**src/design/fme_pkg.sv**
```systemverilog
// ----------------------------------------------------------------------------
// fme_pkg
// Shared types and constants of the flow shop makespan evaluator.
// ----------------------------------------------------------------------------
`default_nettype none

package fme_pkg;

  localparam int MAX_MACHINES = 16;
  localparam int MAX_JOBS     = 256;
  localparam int TIME_WIDTH   = 16;
  localparam int COMP_W       = 32;
  localparam int MACH_W       = $clog2(MAX_MACHINES);
  localparam int JOB_W        = $clog2(MAX_JOBS);
  localparam int CNT_W        = 5;
  localparam int ADDR_W       = MACH_W + JOB_W;
  localparam int TBL_DEPTH    = MAX_MACHINES * MAX_JOBS;

  localparam logic OP_LOAD = 1'b0;
  localparam logic OP_JOB  = 1'b1;

  typedef struct packed {
    logic                  opcode;
    logic [3:0]            machine_index;
    logic [7:0]            job_index;
    logic [15:0]           proc_time;
    logic                  last_job;
  } in_word_t;

  typedef struct packed {
    logic [COMP_W-1:0]     makespan;
    logic                  saturated;
  } out_word_t;

  typedef struct packed {
    logic                  tbl_wr;
    logic                  start;
    logic                  issue;
    logic [MACH_W-1:0]     issue_mach;
    logic                  emit;
  } ctl_cmd_t;

  typedef struct packed {
    logic [MACH_W-1:0]     mach_last;
    logic                  out_full;
  } ctl_sts_t;

endpackage

`default_nettype wire

```
**src/design/fme_ctrl.sv**
```systemverilog
// ----------------------------------------------------------------------------
// fme_ctrl
// Sequencer: takes input words, steps the machine index for a job and
// hands the final completion time to the output register.
// ----------------------------------------------------------------------------
`default_nettype none

module fme_ctrl (
  input  wire logic              clk,
  input  wire logic              rst_n,
  input  wire logic              in_valid,
  input  wire fme_pkg::in_word_t in_data,
  output logic                   in_stall,
  output fme_pkg::ctl_cmd_t      cmd,
  input  wire fme_pkg::ctl_sts_t sts
);
  import fme_pkg::*;

  typedef enum logic [1:0] {
    ST_IDLE,
    ST_RUN,
    ST_DRAIN,
    ST_EMIT
  } state_t;

  state_t              state_r, state_nxt;
  logic [MACH_W-1:0]   mach_r, mach_nxt;
  logic                last_r, last_nxt;
  logic                accept;

  assign in_stall = (state_r != ST_IDLE);
  assign accept   = in_valid && !in_stall;

  always_comb begin
    state_nxt      = state_r;
    mach_nxt       = mach_r;
    last_nxt       = last_r;
    cmd            = '0;
    cmd.issue_mach = mach_r;
    case (state_r)
      ST_IDLE: begin
        if (accept) begin
          if (in_data.opcode == OP_LOAD) begin
            cmd.tbl_wr = 1'b1;
          end else begin
            cmd.start = 1'b1;
            mach_nxt  = '0;
            last_nxt  = in_data.last_job;
            state_nxt = ST_RUN;
          end
        end
      end
      ST_RUN: begin
        cmd.issue = 1'b1;
        if (mach_r == sts.mach_last) begin
          state_nxt = ST_DRAIN;
        end else begin
          mach_nxt = mach_r + 1'b1;
        end
      end
      ST_DRAIN: begin
        state_nxt = last_r ? ST_EMIT : ST_IDLE;
      end
      ST_EMIT: begin
        if (!sts.out_full) begin
          cmd.emit  = 1'b1;
          state_nxt = ST_IDLE;
        end
      end
      default: begin
        state_nxt = ST_IDLE;
      end
    endcase
  end

  always_ff @(posedge clk) begin
    if (!rst_n) begin
      state_r <= ST_IDLE;
      mach_r  <= '0;
      last_r  <= 1'b0;
    end else begin
      state_r <= state_nxt;
      mach_r  <= mach_nxt;
      last_r  <= last_nxt;
    end
  end

endmodule

`default_nettype wire

```
**config.mk**
```make
export PLATFORM = sky130hd
export DESIGN_NAME = fme_ctrl
export DESIGN_NICKNAME = d
export VERILOG_FILES = /design/src/design/fme_pkg.sv /design/src/design/fme_ctrl.sv
export SDC_FILE = /design/constraint.sdc
export NUM_CORES = 1
export LEC_CHECK = 0
export BUFFER_PORTS_ARGS = -buffer_cell sky130_fd_sc_hd__buf_4
export CORE_MARGIN = 4
export CORE_UTILIZATION = 30
export CTS_BUF_LIST = sky130_fd_sc_hd__clkbuf_8 sky130_fd_sc_hd__clkbuf_16
export DETAILED_ROUTE_END_ITERATION = 6
export PLACE_DENSITY = 0.77
export REMOVE_ABC_BUFFERS = 1
export SLEW_MARGIN = 20
export SYNTH_ARGS = -nofsm -noshare
export SYNTH_HDL_FRONTEND = slang
export SYNTH_SLANG_ARGS = --single-unit
```
**constraint.sdc**
```tcl
create_clock -name clk -period 1.8 [get_ports clk]
set_clock_uncertainty 0.2 [all_clocks]
set_input_delay 0.18 -clock clk [delete_from_list [all_inputs] [get_ports clk]]
set_output_delay 0.18 -clock clk [all_outputs]
set_load 0.01 [all_outputs]
```
Yosys cells after proc, flatten, opt, wreduce, memory -nomap -nowiden

Index checks and enable logic that the tools add are counted.

Reductions and logical operators: 8
$add $sub $neg: 1
Divide/modulo/power cells: 0
Equality and inequality tests: 9
Multiply operators: 0
Mux-type cells: 17
Bitwise gates (word level): 0
Shift-type cells: 0
$lt $le $gt $ge: 0

Operators by type and width:

| operator              | count |
|---|---|
| $mux W2               | 7 |
| $mux W4               | 3 |
| $ne A2 B2 Y1 const B  | 5 |
| $pmux W2 S4           | 1 |
| $pmux W4 S2           | 1 |
| $reduce_and A4 Y1     | 2 |
| $mux W1               | 5 |
| $add A4 B1 Y4 const B | 1 |
| $eq A2 B2 Y1 const B  | 2 |
| $eq A4 B4 Y1          | 1 |
| $reduce_bool A2 Y1    | 2 |
| $reduce_and A3 Y1     | 1 |
| $eq A2 B1 Y1 const B  | 1 |
| $logic_not A2 Y1      | 1 |
| $logic_and A1 B1 Y1   | 1 |
| $logic_not A1 Y1      | 1 |

Input port bits: 38
Bits in latches: 0
Memory bits (writable): 0
Output and inout port bits: 9
Memories: 0
Bits in registers: 7
Bits in read-only memories: 0

Logic depth before layout (Yosys ltp)

Gate-level depths: netlist (run 1).

Depth in word-level cells: 5
Depth in mapped cells: 6
Depth with buffers taken out: 5

Worst setup path after synthesis (run 1)

No wires, ideal clock.

Path type: reg-to-reg
From: register state_r[0]
To: register mach_r[3]
Setup slack: 81 ps
Cell stages (with the launch flop): 6
Required time: 1526 ps
Arrival time: 1445 ps
Cell sequence: dfxtp_1 -> or2_4 -> or2_1 -> buf_6 -> a2111o_1 -> a31oi_1

Word-level cells in the longest chain between the ends: 5
Elaborated cells on any way between the ends: 11
Those cells by class: eq/ne: 4; mux: 1; reduce/logical: 6

RTL lines:

| what                               | line           | source |
|---|---|---|
| from (decl)                        | fme_ctrl.sv:26 | `state_t state_r, state_nxt;` |
| from (signal assigned)             | fme_ctrl.sv:82 | `state_r <= state_nxt;` |
| $reduce_bool A2 Y1                 | fme_ctrl.sv:31 | `assign in_stall = (state_r != ST_IDLE);` |
| named net in_stall                 | fme_ctrl.sv:13 | `output logic in_stall,` |
| $logic_not A1 Y1                   | fme_ctrl.sv:32 | `assign accept = in_valid && !in_stall;` |
| $logic_and A1 B1 Y1                | fme_ctrl.sv:32 |  |
| $ne A2 B2 Y1 (no source line)      | -              |  |
| $reduce_and A4 Y1 (no source line) | -              |  |
| to (signal assigned)               | fme_ctrl.sv:83 | `mach_r <= mach_nxt;` |
| to (decl)                          | fme_ctrl.sv:27 | `logic [MACH_W-1:0] mach_r, mach_nxt;` |

The timed path passes the listed nets, and every way through them passes these cells.
A chain may end at the register's enable or synchronous reset.

==> flow_metrics.py, run 1 <==
metrics = {
    "sta": {
        "setup_viol": 0,
        "finalHoldViolCount": 0,
        "max_freq_mhz": 564,
        "final.setup.tns_ns": 0,
        "period_share_pct": 98.6,
        "relSlewSlack_pct": 65.5,
        "rsz0062_at_grt": "true",
        "drv_slew": 0,
        "worst_pin_slew_ns": 0.513,
        "fin_crit_ns": 1.77,
    },
    "power_and_ir_drop": {
        "p_int_mw": 0.356,
        "switching_share_pct": 23.8,
        "power.share.sequential_pct": 35.6,
        "total_power_mw": 0.468,
        "comb_power_share_pct": 19.2,
        "p_clk_share_pct": 45.2,
        "vdd_drop_max_mv": 0.425,
        "power.switching_mw": 0.112,
        "p_per_area_nw_per_um2": 664,
        "p_leak_nw": 0.333,
    },
    "cts": {
        "clock_latency_ns": 0.22,
        "cts_root_buffer": "clkbuf_8",
        "cts_sinks": 7,
        "cts_max_path_buffers": 2,
        "cts_made_buffers": 3,
        "cts_tree": "done",
        "path_clk_slew_ns": 0.04,
        "cts-htree-levels": 1,
        "cts-hold-fix-buffers": 0,
    },
    "logic_synthesis": {
        "ys_ff_latch": 7,
        "yosys.area_share.adder_pct": 2.68,
        "synth_edf_count": 0,
        "yosys_warnings": 0,
        "synth_xor_area_share_pct": 7.51,
        "syn_area_um2": 467,
        "syn_inst": 52,
        "async_flop_share_pct": 0,
        "ys.flop_type": "dfxtp_1",
        "yosysSeqAreaShare_pct": 30.0,
        "synth_compound_area_share_pct": 18.5,
        "avgSynthCellArea_um2": 8.97,
        "synthDistinctLibCells": 26,
        "post_synth_mux_area_share_pct": 5.63,
        "synthSimpleGateAreaFrac_pct": 28.4,
        "synth_top_family_by_area": "simple AND/OR/NAND/NOR gates",
    },
    "grt": {
        "grtUsageMet1_pct": 13.8,
        "antenna_found_initial": 0,
        "grt-ovfl-total": 0,
        "grt_pass1_vias": 460,
        "busiest_layer": "met2",
        "grt_first_pass_wirelength_um": 1840,
        "grt_usage_pct": 11.7,
        "grt_max_degree": 11,
        "grt_util_met2_pct": 20.6,
        "grt_util_met3_pct": 3.38,
    },
    "final_layout": {
        "nets": 118,
        "final_cells": 93,
        "stdcell_area_um2": 704,
        "synthToLayoutAreaGrowth_pct": 50.9,
        "drive_above_1_share_pct": 43.6,
        "final_cell_mix": "buf_4 (23), inv_1 (6), nand2_1 (5), a31oi_1 (5), dfxtp_1 (5)",
        "final_common_cell": "buf_4",
        "diodes": 0,
    },
    "worst_setup_path": {
        "cp.required_ns": 1.42,
        "start_kind": "flip-flop",
        "regToRegSetupSlack_ns": 0.09,
        "path_class": "flip-flop to primary output",
        "cp.arrival_ns": 1.39,
        "worstPathMaxFanout": 9,
        "endpoint_kind": "primary output",
    },
    "routing": {
        "dr.first_iter.drc_count": 8,
        "wl_per_cell_um": 12.5,
        "drt-pass1-iter-count": 4,
        "drtAntennaViolNets": 0,
        "drc_errors": 0,
        "routed_wl_um": 1170,
        "num_vias": 504,
        "via_per_inst": 5.42,
    },
    "placement": {
        "postPlaceCellArea_um2": 643,
        "place.gp.congestion": 0.781,
        "placed_cells": 88,
        "hpwl_um": 911,
        "io_buffers": 18,
    },
    "flow_run": {
        "cap_viol_max_count": 0,
    },
    "min_path": {
        "hold_path_class": "input port to flip-flop",
    },
    "floorplan": {
        "core_area_um2": 1380,
        "start_util_pct": 33.8,
        "ios": 47,
        "die_y_um": 47.4,
        "die_x_um": 47.4,
        "fp-row-count": 13,
        "fp.dieArea_um2": 2250,
    },
    "outcome": {
        "outcome": "finished clean",
    },
}
## metal layers
layer / wire length [um] / share of wire [%] / up-vias
li1: - / - / 246
met2: 568 / 49 / 29
met1: 490 / 42 / 229
met5: 0 / 0 / -
met3: 107 / 9.2 / 0
met4: 0 / 0 / 0
## registers in the layout, indices dropped and copies added, names as in the netlist
| name | count |
|---|---|
| mach_r | 4 |
| state_r | 2 |
| last_r | 1 |
## metrics by stage
| step | hold WS [ns] | setup WS, ns | utilization [%] |
|---|---|---|---|
| floorplan | 0.116 | 0.0911 | - |
| global placement | 0.233 | 0.0959 | 46.5 |
| detailed placement | 0.245 | 0.0637 | 46.5 |
| CTS | 0.0136 | 0.00595 | 50.2 |
| global route | 0.0195 | -0.0351 | 51.0 |
| finish | 0.0138 | 0.0259 | 51.0 |
## timing repair
item,CTS,global route
setup endpoints to repair,1,2
gates resized for setup,3,1
buffers inserted,0,1
pin swaps,0,1
## logic make-up (layout without fill, tap and decap cells)
family	after synthesis	after routing
compound gates	12	12
xor+xnor	4	4
fa+ha+maj	1	1
buf+inv	7	33
flops	7	7
mux	1	1
simple gates	20	20
## power by group through the flow
stage                     clock network [mW]  logic [mW]  registers (mW)
after global placement                     0      0.0839           0.169
after global routing                   0.229      0.0992           0.167
final                                  0.211      0.0899           0.166
after floorplan                            0      0.0407           0.170
after detailed placement                   0      0.0866           0.169
after CTS                              0.215      0.0878           0.166
## final timing paths
path	start	end	cells past startpoint
worst max register to register	mach_r[3]$_SDFFE_PN0P_	state_r[0]$_SDFFE_PN0P_	4
worst max-delay path	state_r[0]$_SDFFE_PN0P_	cmd[6]	5
worst min-delay path	in_data[0]	last_r$_SDFFE_PN0P_	3
worst min register to register	last_r$_SDFFE_PN0P_	last_r$_SDFFE_PN0P_	2
## cell usage after synthesis (2+ instances only)
library cell  number  area share, %
xor2_1             4            7.5
inv_1              5            4.0
a21oi_1            2            2.1
nor3b_1            2            3.2
nand2_1            5            4.0
a31oi_1            5            6.7
nand3_1            4            4.3
dfxtp_1            7             30
## area by class of cell
cell class	instances	area, um^2
timing repair buffer	24	184
inverter	5	18.8
fill	133	678
clock inverter	1	3.75
multi-input combinational	38	295
clock buffer	3	41.3
sequential	7	143
tap	15	18.8
## worst max-delay path, stage by stage, from the launching register on
cell and delay [ns]:
dfxtp_2 0.34, or2_4 0.26, or2_4 0.26, buf_6 0.14
inv_1 0.06, buf_4 0.11
No activity file was read; power rests on OpenSTA's default activity.
==> run 2, diff against run 1 <==
CORE_ASPECT_RATIO = 1.2   (was not set)
==> flow_metrics.py, run 2 (synthesized netlist as in run 1, its figures left out) <==
metrics = {
    "outcome": {
        "outcome": "finished clean",
    },
    "grt": {
        "busiest_layer": "met2",
        "antenna_found_initial": 0,
        "grt_max_degree": 11,
        "grt_usage_pct": 11.9,
        "grtUsageMet1_pct": 10.8,
        "grt-ovfl-total": 0,
        "grt_pass1_vias": 473,
        "grt_util_met3_pct": 4.93,
        "grt_util_met2_pct": 21.1,
        "grt_first_pass_wirelength_um": 1910,
    },
    "worst_setup_path": {
        "cp.required_ns": 1.71,
        "cp.arrival_ns": 1.67,
        "crit_path_start": "mach_r[3]$_SDFFE_PN0P_",
        "reg2reg_from": "mach_r[3]$_SDFFE_PN0P_",
        "worstPathMaxFanout": 10,
        "path_class": "flip-flop to flip-flop",
        "start_kind": "flip-flop",
        "endpoint_kind": "flip-flop",
    },
    "routing": {
        "drc_errors": 0,
        "wl_per_cell_um": 13.1,
        "num_vias": 506,
        "dr.first_iter.drc_count": 6,
        "via_per_inst": 5.22,
        "drt-pass1-iter-count": 4,
        "drtAntennaViolNets": 0,
        "routed_wl_um": 1270,
    },
    "cts": {
        "cts_made_buffers": 3,
        "cts-htree-levels": 1,
        "cts_sinks": 7,
        "clock_latency_ns": 0.23,
        "cts_root_buffer": "clkbuf_8",
        "path_clk_slew_ns": 0.04,
        "cts_tree": "done",
        "cts-hold-fix-buffers": 0,
        "cts_max_path_buffers": 2,
    },
    "floorplan": {
        "fp-row-count": 15,
        "die_x_um": 44.0,
        "ios": 47,
        "fp.dieArea_um2": 2250,
        "core_area_um2": 1450,
        "start_util_pct": 32.3,
        "die_y_um": 51.2,
    },
    "final_layout": {
        "final_cell_mix": "buf_4 (25), inv_1 (6), nand2_1 (5), a31oi_1 (5), dfxtp_1 (5)",
        "utilization_pct": 50.1,
        "diodes": 0,
        "regMostFlops": "mach_r",
        "drive_above_1_share_pct": 45.0,
        "fillers": 134,
        "nets": 120,
        "final_common_cell": "buf_4",
        "biggestRegsByFlops": "mach_r (4), state_r (2), last_r (1)",
        "largest_reg_flops": 4,
        "regArea_um2": 145,
        "synthToLayoutAreaGrowth_pct": 55.2,
        "multi_input_area_um2": 295,
    },
    "min_path": {
        "hold_path_class": "input port to flip-flop",
        "holdCritStartpoint": "in_data[0]",
    },
    "sta": {
        "setup_viol": 0,
        "fin_crit_ns": 1.76,
        "drv_slew": 0,
        "finalHoldViolCount": 0,
        "period_share_pct": 97.8,
        "worst_pin_slew_ns": 0.556,
        "relSlewSlack_pct": 62.7,
        "max_freq_mhz": 568,
    },
    "placement": {
        "place.gp.congestion": 0.718,
        "hpwl_um": 945,
        "io_buffers": 18,
    },
    "power_and_ir_drop": {
        "p_per_area_nw_per_um2": 653,
        "p_leak_nw": 0.341,
        "vdd_drop_max_mv": 0.374,
        "total_power_mw": 0.473,
    },
    "flow_run": {
        "cap_viol_max_count": 0,
    },
}
## run 2: cell type report
type | count | share of cell area, %
flip-flops and latches | 7 | 20.0
clock buffers | 3 | 5.70
clock inverters | 1 | 0.518
repair buffers | 26 | 27.5
well taps | 17 | 2.94
inverters | 5 | 2.59
multi-input cells | 38 | 40.8
## run 2: per-layer routing
| metal | wire [um] | vias up |
|---|---|---|
| li1 | - | 247 |
| met4 | 27 | 0 |
| met5 | 0 | - |
| met2 | 668 | 18 |
| met1 | 478 | 238 |
| met3 | 99 | 3 |
## run 2: worst paths after layout
| path | cells after the start | slack [ns] | end |
|---|---|---|---|
| max | 4 | 0.04 | state_r[0]$_SDFFE_PN0P_ |
| min | 3 | 0.007 | last_r$_SDFFE_PN0P_ |
| max reg2reg | 4 | 0.04 | state_r[0]$_SDFFE_PN0P_ |
| min reg2reg | 2 | 0.31 | last_r$_SDFFE_PN0P_ |
## run 2: power breakdown
group | switching, mW | internal (mW)
clock network | 0.0652 | 0.147
registers | 0.00461 | 0.161
logic | 0.0434 | 0.0515
## run 2: through the flow
step	std cells	TNS (ns)	setup slack, ns	area [um^2]	hold WS [ns]
finish	97	0	0.0390	724	0.00670
CTS	94	0	0.00214	697	0.00517
global route	97	-0.00321	-0.00321	724	0.0208
floorplan	50	0	0.0911	452	0.116
detailed placement	90	0	0.0517	646	0.241
global placement	90	0	0.0970	646	0.239
## run 2: repair_timing
item,CTS,global route
setup buffers,0,3
pin swaps,0,1
resized for setup,3,2
setup endpoints to repair,1,1
## run 2: critical path, cell delays in order, from the launching register on
cell     delay [ns]
dfxtp_1        0.31
xor2_1         0.18
nor4_4         0.56
mux4_1         0.35
nor2_1         0.04
==> run 3, diff against run 2 <==
ABC_AREA = 1   (was not set)
CORE_UTILIZATION = 31   (was 30)
PLACE_DENSITY = 0.78   (was 0.77)
==> flow_metrics.py, run 3 <==
metrics = {
    "cts": {
        "cts_root_buffer": "clkbuf_8",
        "cts-htree-levels": 1,
        "path_clk_slew_ns": 0.04,
        "clock_latency_ns": 0.23,
        "post_cts_buffers": 0,
        "cts_sinks": 7,
        "cts_made_buffers": 3,
        "cts_max_path_buffers": 2,
        "cts_tree": "done",
    },
    "logic_synthesis": {
        "syn_inst": 82,
        "async_flop_share_pct": 0,
        "synthDistinctLibCells": 15,
        "synth_most_common_cell": "nand2_1",
        "ys.flop_type": "dfxtp_1",
        "synth_common_cells": "nand2_1 (24), inv_1 (10), nand3_1 (8), dfxtp_1 (7), nor2_1 (7)",
        "syn_area_um2": 494,
        "avgSynthCellArea_um2": 6.03,
        "yosys_warnings": 0,
        "synth_top_area_share_pct": 28.4,
        "synth_area_leaders": "dfxtp_1 (28%), nand2_1 (18%), nand3_1 (8.1%)",
        "yosys.area.top_type": "dfxtp_1",
        "ys_ff_latch": 7,
        "synth_edf_count": 0,
        "yosysSeqAreaShare_pct": 28.4,
    },
    "floorplan": {
        "fp.dieArea_um2": 2300,
        "ios": 47,
        "die_x_um": 44.5,
        "core_area_um2": 1460,
        "start_util_pct": 33.8,
        "fp-row-count": 15,
        "die_y_um": 51.7,
    },
    "routing": {
        "drc_errors": 0,
        "via_per_inst": 4.55,
        "drtAntennaViolNets": 0,
        "dr.first_iter.drc_count": 4,
        "drt-pass1-iter-count": 3,
        "routed_wl_um": 1110,
        "wl_per_cell_um": 9.10,
        "num_vias": 555,
    },
    "worst_setup_path": {
        "start_kind": "flip-flop",
        "cp.arrival_ns": 1.09,
        "reg2regPathDepth": 9,
        "path_class": "flip-flop to primary output",
        "endpoint_kind": "primary output",
        "worstPathMaxFanout": 5,
        "cp.required_ns": 1.42,
    },
    "sta": {
        "fin_crit_ns": 1.47,
        "finalHoldViolCount": 0,
        "drv_slew": 0,
        "relSlewSlack_pct": 83.4,
        "whs_ns": 0.00990,
        "worst_pin_slew_ns": 0.248,
        "rsz0062_at_grt": "false",
        "setup_viol": 0,
        "period_share_pct": 81.4,
        "final.setup.tns_ns": 0,
        "max_freq_mhz": 682,
    },
    "placement": {
        "hpwl_um": 895,
        "io_buffers": 18,
        "place.gp.congestion": 0.739,
        "postPlaceCellArea_um2": 651,
    },
    "grt": {
        "grt_util_met3_pct": 2.77,
        "antenna_found_initial": 0,
        "grtUsageMet1_pct": 13.8,
        "grt_usage_pct": 12.2,
        "grt_max_degree": 8,
        "grt_pass1_vias": 537,
        "grt_util_met2_pct": 18.9,
        "grt-ovfl-total": 0,
        "grt_first_pass_wirelength_um": 2060,
        "busiest_layer": "met2",
    },
    "final_layout": {
        "drive_above_1_share_pct": 34.3,
        "synthToLayoutAreaGrowth_pct": 42.8,
        "diodes": 0,
        "stdcell_area_um2": 706,
        "utilization_pct": 48.2,
        "largest_reg_flops": 4,
        "final_common_cell": "nand2_1",
        "final_cell_mix": "nand2_1 (24), buf_4 (18), inv_1 (11), nand3_1 (8)",
        "biggestRegsByFlops": "mach_r (4), state_r (2), last_r (1)",
        "fillers": 174,
        "nets": 145,
        "regMostFlops": "mach_r",
    },
    "min_path": {
        "hold_path_class": "input port to flip-flop",
        "whs_path_depth": 3,
    },
    "power_and_ir_drop": {
        "p_leak_nw": 0.371,
        "p_per_area_nw_per_um2": 766,
        "total_power_mw": 0.540,
        "vdd_drop_max_mv": 0.361,
    },
    "flow_run": {
        "cap_viol_max_count": 0,
    },
    "outcome": {
        "outcome": "finished clean",
    },
}
run 3: per-layer routing:
metal  vias up  share of wire, %
met5         -                 0
met1       233                43
met2        20                45
li1        297                 -
met4         0               3.8
met3         5               8.2
run 3: path summary, 6_finish.rpt:
path	end	slack [ns]	start
setup / recovery	cmd[5]	0.33	state_r[1]$_SDFFE_PN0P_
hold / removal	mach_r[3]$_SDFFE_PN0P_	0.01	rst_n
setup reg to reg	mach_r[3]$_SDFFE_PN0P_	0.42	mach_r[2]$_SDFFE_PN0P_
hold reg to reg	mach_r[3]$_SDFFE_PN0P_	0.33	mach_r[3]$_SDFFE_PN0P_
run 3: area by class of cell:
class / count / area (um^2) / share of cell area [%]
Multi-Input combinational cell: 59 / 294 / 41.7
Inverter: 16 / 60.1 / 8.51
Tap cell: 17 / 21.3 / 3.01
Timing Repair Buffer: 19 / 145 / 20.6
Sequential cell: 7 / 140 / 19.9
Clock inverter: 1 / 3.75 / 0.532
Clock buffer: 3 / 41.3 / 5.85
run 3: per-stage QoR:
stage	cells	setup slack, ns
after global routing	122	0.237
after detailed placement	117	0.403
after global placement	117	0.449
final	122	0.335
after CTS	122	0.319
after floorplan	82	0.475
run 3: critical path: stages, from the launching register on:
cell and delay, ns:
dfxtp_1 0.39, inv_2 0.06, nand2_1 0.17, inv_2 0.09, buf_4 0.15
run 3: repair_timing:
action,CTS,global route
hold endpoints to repair,1,0
hold buffers,1,0
resized for setup,0,0
run 3: kinds of logic after synthesis:
kind of cell	Yosys count	synth area share [%]
AND/OR/NAND/NOR	49	47.1
adder cells (fa/ha/maj)	1	2.53
flip-flops	7	28.4
XOR/XNOR	1	1.77
AO/OA/AOI/OAI	8	8.10
buffers and inverters	16	12.2
run 3: power by group:
group | total (mW) | internal, mW | leakage (nW) | switching, mW
clock network | 0.214 | 0.147 | 0.0269 | 0.0666
registers | 0.181 | 0.168 | 0.0573 | 0.0135
logic | 0.145 | 0.0650 | 0.287 | 0.0805
total | 0.540 | 0.380 | 0.371 | 0.161
